**src/design/fcw_pkg.sv**
```systemverilog
`timescale 1ns / 1ps
`default_nettype none
// fcw_pkg: shared types and constants for the fat12 cluster chain walker
// used by fcw_ctrl, fcw_dpath and the top level; no dependencies

package fcw_pkg;

  localparam logic       CMD_LOAD   = 1'b0;
  localparam logic       CMD_WALK   = 1'b1;

  localparam logic       REG_DATA_START = 1'b0;
  localparam logic       REG_SPC        = 1'b1;

  localparam logic [11:0] FIRST_DATA = 12'd2;
  localparam logic [11:0] END_MARK   = 12'hFF8;

  localparam logic [15:0] DATA_START_RST = 16'd33;
  localparam logic [7:0]  SPC_RST        = 8'd1;

  typedef enum logic [1:0] {
    ST_CONT  = 2'd0,
    ST_END   = 2'd1,
    ST_TRUNC = 2'd2,
    ST_BAD   = 2'd3
  } status_e;

  // controller to datapath
  typedef struct packed {
    logic load_we;   // write the input byte into the table
    logic start;     // take the first cluster of a walk
    logic rd_lo;     // read low entry byte, form the sector address
    logic rd_hi;     // read high entry byte, hold the low one
    logic cap;       // form the result from both bytes
    logic advance;   // step to the next cluster
  } ctrl_cmd_t;

  // datapath to controller
  typedef struct packed {
    logic bad;       // current cluster is out of range
    logic res_last;  // held result ends the walk
  } dpath_stat_t;

endpackage

`default_nettype wire

```
**src/design/fcw_ctrl.sv**
```systemverilog
`timescale 1ns / 1ps
`default_nettype none
// fcw_ctrl: state machine sequencing loads and chain walks
// depends on fcw_pkg

module fcw_ctrl (
  input  wire logic                clk_i,
  input  wire logic                rst_ni,
  input  wire logic                in_valid_i,
  input  wire logic                in_cmd_i,
  output logic                     in_stall_o,
  output logic                     out_valid_o,
  input  wire logic                out_stall_i,
  input  wire fcw_pkg::dpath_stat_t stat_i,
  output fcw_pkg::ctrl_cmd_t       cmd_o
);

  import fcw_pkg::*;

  typedef enum logic [4:0] {
    S_IDLE  = 5'b00001,
    S_RD_LO = 5'b00010,
    S_RD_HI = 5'b00100,
    S_CAP   = 5'b01000,
    S_OUT   = 5'b10000
  } state_e;

  state_e state_q, state_d;
  logic   in_acc;

  assign in_stall_o  = (state_q != S_IDLE);
  assign out_valid_o = (state_q == S_OUT);
  assign in_acc      = in_valid_i && !in_stall_o;

  always_comb begin
    state_d = state_q;
    cmd_o   = '0;
    unique case (state_q)
      S_IDLE: begin
        if (in_acc) begin
          if (in_cmd_i == CMD_WALK) begin
            cmd_o.start = 1'b1;
            state_d     = S_RD_LO;
          end else begin
            cmd_o.load_we = 1'b1;
          end
        end
      end
      S_RD_LO: begin
        cmd_o.rd_lo = 1'b1;
        state_d     = stat_i.bad ? S_OUT : S_RD_HI;
      end
      S_RD_HI: begin
        cmd_o.rd_hi = 1'b1;
        state_d     = S_CAP;
      end
      S_CAP: begin
        cmd_o.cap = 1'b1;
        state_d   = S_OUT;
      end
      S_OUT: begin
        if (!out_stall_i) begin
          if (stat_i.res_last) begin
            state_d = S_IDLE;
          end else begin
            cmd_o.advance = 1'b1;
            state_d       = S_RD_LO;
          end
        end
      end
      default: state_d = S_IDLE;
    endcase
  end

  always_ff @(posedge clk_i or negedge rst_ni) begin
    if (!rst_ni) begin
      state_q <= S_IDLE;
    end else begin
      state_q <= state_d;
    end
  end

endmodule

`default_nettype wire

```
**config.mk**
```make
export PLATFORM = sky130hd
export DESIGN_NAME = fcw_ctrl
export DESIGN_NICKNAME = d
export VERILOG_FILES = /design/src/design/fcw_pkg.sv /design/src/design/fcw_ctrl.sv
export SDC_FILE = /design/constraint.sdc
export NUM_CORES = 1
export LEC_CHECK = 0
export BUFFER_PORTS_ARGS = -buffer_cell sky130_fd_sc_hd__buf_2
export CORE_AREA = 2 2 39 41
export CTS_CLUSTER_SIZE = 28
export DETAILED_ROUTE_END_ITERATION = 7
export DIE_AREA = 0 0 41 43
export GPL_TIMING_DRIVEN = 0
export PLACE_DENSITY = 0.54
export SLEW_MARGIN = 20
export SYNTH_ARGS = -nofsm -noshare
export SYNTH_HDL_FRONTEND = slang
export SYNTH_SLANG_ARGS = --single-unit
export TNS_END_PERCENT = 1
```
**constraint.sdc**
```tcl
create_clock -name clk_i -period 1.35 [get_ports clk_i]
set_input_delay 0.135 -clock clk_i [delete_from_list [all_inputs] [get_ports clk_i]]
set_output_delay 0.135 -clock clk_i [all_outputs]
set_load 0.01 [all_outputs]
```
Word-level counts from Yosys, hierarchy flattened
Cells that the tools add are included.

operators by class
  equal/unequal tests = 9
  mux-type cells = 16
  reductions and logical operators = 3

operators with widths
  operator                                                                count
  5-bit case mux with 5 select lines                                      1
  5-bit two-way mux                                                       4
  1-bit two-way mux                                                       8
  2-bit two-way mux                                                       3
  2-bit != test (second input constant)                                   3
  5-bit by 1-bit equality test with 1-bit output (second input constant)  1
  5-bit by 2-bit equality test with 1-bit output (second input constant)  1
  5-bit by 3-bit equality test with 1-bit output (second input constant)  1
  5-bit by 4-bit equality test with 1-bit output (second input constant)  1
  5-bit equality test (second input constant)                             1
  5-bit by 1-bit != test with 1-bit output (second input constant)        1
  3-bit AND reduction                                                     1
  1-bit logical AND                                                       1
  1-bit zero test                                                         1

storage, ports and cells
  register bits = 5
  output and inout port bits = 8
  logic and storage cells = 29

Depth between registers and ports, before layout
Gate-level depths: netlist (run 1).

  depth in word-level cells = 5
  mapped depth = 4
  depth with buffers taken out = 3

Worst setup path after synthesis (run 1)
No wires, ideal clock.

  kind = reg-to-output
  from = register state_q[0]
  to = output port cmd_o[5] (netlist name)
  data arrival time = 1.289 ns
  required time = 1.215 ns
  setup slack = -0.074 ns
  cell stages (with the launch flop) = 4
  buffers on the path = 0
  cells stage by stage = dfstp_2 > nor4b_4 > nand2b_1 > nor3b_1

RTL lines
  item                    line            source
  from (decl)             fcw_ctrl.sv:28  state_e state_q, state_d;
  from (signal assigned)  fcw_ctrl.sv:79  state_q <= state_d;
  to (decl)               fcw_ctrl.sv:15  output fcw_pkg::ctrl_cmd_t cmd_o

==> summary.md, run 1 <==
| Metric | Value |
|---|---|
| First-pass GRT wire length | 1380 um |
| Max Fclk | 0.633 GHz |
| Die footprint | 0.00176 sq mm |
| Worst reg-to-reg setup slack | -0.05 ns |
| Grt ovf | 0 |
| Reg-to-reg startpoint | state_q[2] |
| Cell taking the most area after synthesis | dfrtp_1 |
| Antenna violations before repair | 0 |
| Biggest register | state_q |
| Vias after detailed routing | 373 |
| N_diodes | 0 |
| Synth warn | 0 |
| H-Tree Level Count | 1 |
| Avg Synthesized Cell Area | 10.2 sq um |
| Fin nets | 68 |
| Static Leak | 0.311 nW |
| Core Region | 0.00138 sq mm |
| Failing checks | negative setup slack |
| Final HPWL DP | 623 um |
| Fin crit share | 117% |
| Total power | 0.000774 W |
| Design Area, Final | 578 sq um |
| Synthesized Nets | 44 |
| CTS Buf Count | 3 |
| Worst-path maximum fanout | 4 |
| Initial cell density of the core | 27.4% |
| Vias in the first global route | 351 |
| Site row count | 14 |
| Data required, critical path | 1.22 ns |
| Dominant synthesized flop cell | dfrtp_1 |
| Post-synth EDFFs | 0 |
| Clock insertion delay at the later pin of the skew report | 0.24 ns |
| Slew HR | 75.7% |
| #FFs+latches synth | 5 |
| Unique masters post-synth | 29 |
| CP arrival | 1.45 ns |
| CTS tree | done |
| Crit path launch | state_q[2] |
| Max stage delay on crit path | 0.36 ns |
| # IOs | 15 |
| Slew @ Worst Pin | 0.365 ns |
| Min-delay src | stat_i[1] |
| Largest net degree at the start of global routing | 9 |
| Fin cells | 76 |
| Largest cells by area after synthesis | dfrtp_1, dfstp_2, nor4b_4 |
| Post-Syn Area | 379 sq um |
| # clock sinks | 5 |
| Via density per instance | 4.91 |
| Cell area power density | 1340 mW/mm^2 |
| Post-Syn Instances | 37 |
| Critical path, cell by cell | buf_6, nor4b_4, nand2b_1, nor3b_2, buf_2 |
| Worst min-delay path class | input pin to flip-flop |
| Clk root buf | clkbuf_4 |
| Crit path launch type | flip-flop |
| Total global-route track usage | 11.6% |
| CTS max path bufs | 2 |
| Largest registers | state_q: 5 flops |
| Clock skew | 0.00305 ns |
| Drt pass-1 iters | 2 |
| Layout cells sized above 1 | 58.3% |
| Final Hold Viols | 0 |
| Buffers on Ports | 14 |
| DR DRC count | 0 |
| MaxCap Viol Count | 0 |
| Synthesis-to-finish area growth | 52.5% |
| Post-synth ARST share | 100% |
| DR WL/cell | 11.0 um |
| Final Max Tran Viols | 0 |
| Setup ws final | -0.230 ns |
| Reg clk slew, reported paths | 0.04 ns |
| Unrepaired setup endpoints after global routing | yes |
| DIE HEIGHT | 43 um |
| Final min period | 1.58 ns |
| Placed instance count | 67 |
| Outcome | finished with violations |
| Die Width | 41 um |
| Yosys top cell area share | 26.4% |
| Setup CP Type | flip-flop to output port |
| Worst-case vdd ir drop | 0.872 mV |
| Final Routed Wirelength | 834 um |
| Dpl cell area | 474 sq um |
| Final setup vio count | 9 |
| DRT antenna net count | 0 |
| Largest register FFs | 5 |
| Sequential cell area fraction in the yosys report | 33.3% |
| Initial drt markers | 1 |
| Routability Congestion | 0.666 |
| CP Capture Type | output port |
| Crit-path slowest cell | dfrtp_1 |
| Count leader, synth | dfrtp_1 |
[cells by family after synthesis]
logic type / after synthesis / share of synthesized area (%)
compound gates: 6 / 13.5
flops: 5 / 33.3
xor+xnor: 1 / 2.31
simple gates: 21 / 42.9
buf+inv: 4 / 7.92
[through the flow]
step,utilization [%],setup WS (ns),setup TNS [ns],hold slack (ns)
2_1_floorplan,-,0.00833,0,-0.161
3_3_place_gp,34.3,-0.0617,-0.120,-0.0468
3_5_place_dp,34.3,-0.0494,-0.116,-0.0451
4_1_cts,39.4,-0.239,-1.49,0.118
5_1_grt,41.8,-0.292,-1.86,0.127
6_report,41.8,-0.230,-1.15,0.118
[layer usage]
layer	track usage, %	part of all wire, %	vias up
met5	0	0	-
met4	4.00	0	0
met3	6.28	3.0	0
met2	18.1	56	4
met1	12.7	40	185
li1	-	-	184
[report_power, final]
part / switching [W] / leakage [nW] / internal, W
Sequential: 0.0000284 / 0.0642 / 0.000188
Combinational: 0.000172 / 0.232 / 0.000216
Clock: 0.0000591 / 0.0150 / 0.000112
Total: 0.000259 / 0.311 / 0.000515
[final timing paths]
check                           cells after the start    endpoint
worst max-delay path                                5    cmd_o[5]
worst min-delay path                                2  state_q[4]
worst max register to register                      6  state_q[0]
worst min register to register                      3  state_q[0]
max in group asynchronous                           2  state_q[0]
min in group asynchronous                           2  state_q[2]
[critical path: cells and delay by family, from the launching register on]
| kind | cells | cell delay (ns) |
|---|---|---|
| flip-flops | 1 | 0.36 |
| AND/OR/NAND/NOR | 3 | 0.57 |
| buffers and inverters | 2 | 0.27 |
[timing repair]
item | in CTS | in global routing
hold endpoints to repair | 5 | 0
endpoints found under the setup margin | 8 | 10
buffers inserted | 4 | 0
gates resized for setup | 1 | 8
pin swaps | 2 | 2
hold buffers | 1 | 0
[cell type report]
cell class                 instances  area, sq um
timing repair buffer              19          124
sequential                         5          128
multi-input combinational         28          250
clock buffer                       4         26.3
inverter                           2         7.51
buffer                             2         22.5
fill                             139          806
tap                               16         20.0
[layout by cell type (no fill, tap or decap)]
cell type / n
a211o_1: 1
a221o_1: 1
a31o_1: 1
a41oi_1: 1
and2_4: 1
and2b_1: 1
and3_1: 1
and3b_2: 2
and4b_1: 1
buf_2: 13
buf_4: 2
buf_6: 5
clkbuf_1: 1
clkbuf_4: 3
dfrtp_1: 3
dfrtp_2: 1
dfstp_2: 1
dlygate4sd3_1: 1
inv_1: 1
inv_2: 1
nand2_1: 2
nand2b_1: 1
nand3b_1: 1
nor2_1: 2
nor2b_2: 1
nor3_1: 1
nor3_4: 1
nor3b_2: 1
nor4_2: 1
nor4b_1: 1
nor4b_2: 1
nor4b_4: 1
o21bai_1: 1
o31ai_1: 1
or2_1: 1
xor2_1: 1
Note: power is estimated with default switching activity, not from simulation.
==> run 2, diff against run 1 <==
--- a/config.mk
+++ b/config.mk
@@ -6,12 +6,14 @@
 export NUM_CORES = 1
 export LEC_CHECK = 0
 export BUFFER_PORTS_ARGS = -buffer_cell sky130_fd_sc_hd__buf_2
+export CELL_PAD_IN_SITES_DETAIL_PLACEMENT = 0
+export CELL_PAD_IN_SITES_GLOBAL_PLACEMENT = 1
 export CORE_AREA = 2 2 39 41
 export CTS_CLUSTER_SIZE = 28
 export DETAILED_ROUTE_END_ITERATION = 7
 export DIE_AREA = 0 0 41 43
 export GPL_TIMING_DRIVEN = 0
-export PLACE_DENSITY = 0.54
+export PLACE_DENSITY = 0.67
 export SLEW_MARGIN = 20
 export SYNTH_ARGS = -nofsm -noshare
 export SYNTH_HDL_FRONTEND = slang
==> run 2 against run 1 <==
  * The flow still finishes with violations (negative setup slack)
  * Largest cell class unchanged
  * Design area decreased by 4.3%
  * Global-route usage increased by 0.70 points
  * Register-to-register slack improved by 0.08 ns
==> summary.md, run 2 (same netlist as run 1, synthesis figures left out) <==
| Metric | Value |
|---|---|
| Total global-route track usage | 12.3% (+0.70 points) |
| CP arrival | 1.46 ns (about the same) |
| Largest register FFs | 5 (unchanged) |
| Combinational Power Share | 48.9% (-1.1 points) |
| Drt pass-1 iters | 2 (unchanged) |
| Largest net degree at the start of global routing | 9 (unchanged) |
| N_diodes | 0 (unchanged) |
| Worst-case vdd ir drop | 0.824 mV (-5.5%) |
| Met3 global-route usage | 6.28% (unchanged) |
| Register Area | 126 sq um (-0.98%) |
| First-pass GRT wire length | 1420 um (+3.0%) |
| Routability Congestion | 0.678 (+1.9%) |
| DIE HEIGHT | 43 um (unchanged) |
| CP Capture Type | output port |
| Final HPWL DP | 628 um (+0.80%) |
| Via density per instance | 4.83 (-1.6%) |
| Crit path launch type | flip-flop |
| Final Routed Wirelength | 869 um (+4.2%) |
| Setup CP Type | flip-flop to output port |
| CTS tree | done |
| Vias after detailed routing | 367 (-1.6%) |
| Max Fclk | 0.627 GHz (-0.95%) |
| Largest registers | state_q: 5 flops |
| Reg clk slew, reported paths | 0.04 ns (about the same) |
| DR WL/cell | 11.4 um (+4.2%) |
| Synthesis-to-finish area growth | 45.9% |
| Layout cells sized above 1 | 53.3% (-5.0 points) |
| Fillers | 143 (+2.9%) |
| Unrepaired setup endpoints after global routing | yes |
| Clock network power share | 22.9% (+0.8 points) |
| Fin nets | 68 (unchanged) |
| Placed instance count | 67 (unchanged) |
| # IOs | 15 (unchanged) |
| Initial cell density of the core | 27.4% (unchanged) |
| Core Region | 0.00138 sq mm (unchanged) |
| GRT Max-Usage Layer | met2 |
| Vias in the first global route | 357 (+1.7%) |
| # clock sinks | 5 (unchanged) |
| Clk root buf | clkbuf_4 |
| Area of the multi-input gates | 240 sq um (-4.0%) |
| Slew HR | 79.1% (+3.4 points) |
| H-Tree Level Count | 1 (unchanged) |
| MaxCap Viol Count | 0 (unchanged) |
| Initial drt markers | 6 (+5) |
| Data required, critical path | 1.22 ns (about the same) |
| Biggest register | state_q |
| Final setup vio count | 8 (-1) |
| DR DRC count | 0 (unchanged) |
| Most common cell after layout, fill and taps aside | buf_2 |
| Cell area power density | 1340 mW/mm^2 (+0.24%) |
| CTS max path bufs | 2 (unchanged) |
| DRT antenna net count | 0 (unchanged) |
| Most frequent cells in the layout | buf_2, buf_4, dfrtp_1 |
| Antenna violations before repair | 0 (unchanged) |
| Outcome | finished with violations |
| Die Width | 41 um (unchanged) |
| Slew @ Worst Pin | 0.314 ns (-0.0510 ns) |
| Static Leak | 0.307 nW (-1.4%) |
| Final Core Density | 40.0% (-1.8 points) |
| Worst min-delay path class | input pin to flip-flop |
| Clock skew | 0.00153 ns (-0.00152 ns) |
| Buffers on Ports | 14 (unchanged) |
| Sequential fraction of design power | 28.1% (+0.2 points) |
| Met1 Use GR | 16.2% (+3.6 points) |
| Fin cells | 76 (unchanged) |
| Grt ovf | 0 (unchanged) |
| Final Hold Viols | 0 (unchanged) |
| Setup TNS | -1.38 ns (-0.225 ns) |
| Site row count | 14 (unchanged) |
| Fin crit share | 118% (+1.1 points) |
| CTS Buf Count | 3 (unchanged) |
| GRT met2 Usage | 16.9% (-1.2 points) |
| Failing checks | negative setup slack |
| Final min period | 1.60 ns (+0.0151 ns) |
| Psw | 0.000250 W (-3.4%) |
| Die footprint | 0.00176 sq mm (unchanged) |
| Sw Share | 33.7% (+0.26 points) |
| Pint | 0.000492 W (-4.5%) |
| Clock insertion delay at the later pin of the skew report | 0.24 ns (about the same) |
| Final Max Tran Viols | 0 (unchanged) |
| Worst-path maximum fanout | 8 (+4) |
| Total power | 0.000742 W (-4.1%) |
| Setup ws final | -0.246 ns (-0.0151 ns) |
-- run 2: final cells by class --
type,instances,share of cell area (%)
sequential,5,22.9
tap,16,3.62
inverter,2,1.36
buffer,2,4.07
multi-input combinational,28,43.4
clock buffer,4,4.75
timing repair buffer,19,19.9
-- run 2: path summary, 6_finish.rpt --
path                                 start         end  slack, ns  depth (start not counted)
worst max-delay path            state_q[4]    cmd_o[5]      -0.25                          5
worst min register to register  state_q[0]  state_q[0]       0.70                          3
max in group asynchronous           rst_ni  state_q[0]       0.90                          2
min in group asynchronous           rst_ni  state_q[4]       0.24                          2
worst max register to register  state_q[0]  state_q[4]       0.03                          4
worst min-delay path             stat_i[1]  state_q[4]       0.12                          2
-- run 2: power by group through the flow --
stage / clock (W) / sequential, W / combinational (W)
floorplan: 0 / 0.000221 / 0.000219
global placement: 0 / 0.000233 / 0.000292
detailed placement: 0 / 0.000233 / 0.000293
CTS: 0.000180 / 0.000209 / 0.000351
global route: 0.000195 / 0.000212 / 0.000397
finish: 0.000170 / 0.000209 / 0.000363
-- run 2: metal layers --
metal	vias up	routed length, um
met5	-	0
met2	12	430
li1	186	-
met3	0	49
met1	169	389
met4	0	0
-- run 2: repair_timing --
item	4_1_cts	5_1_grt
hold buffers	1	0
gates resized for setup	1	1
setup endpoints to repair	8	10
setup buffers	4	0
gates cloned	0	0
hold endpoints to repair	5	0
pin swaps	4	2
-- run 2: critical path, stage by stage, from the launching register on --
cell and delay [ns]:
dfrtp_1 0.37, buf_6 0.14, nor4b_4 0.31, nand2b_1 0.12, nor3b_2 0.15, buf_2 0.14
-- run 2: stage by stage --
| stage | setup slack (ns) | area [sq um] | hold slack (ns) |
|---|---|---|---|
| 6_report | -0.246 | 553 | 0.118 |
| 5_1_grt | -0.355 | 553 | 0.127 |
| 4_1_cts | -0.255 | 546 | 0.112 |
| 3_5_place_dp | -0.0827 | 474 | -0.0475 |
| 3_3_place_gp | -0.0671 | 474 | -0.0448 |
| 2_1_floorplan | 0.00833 | 384 | -0.161 |
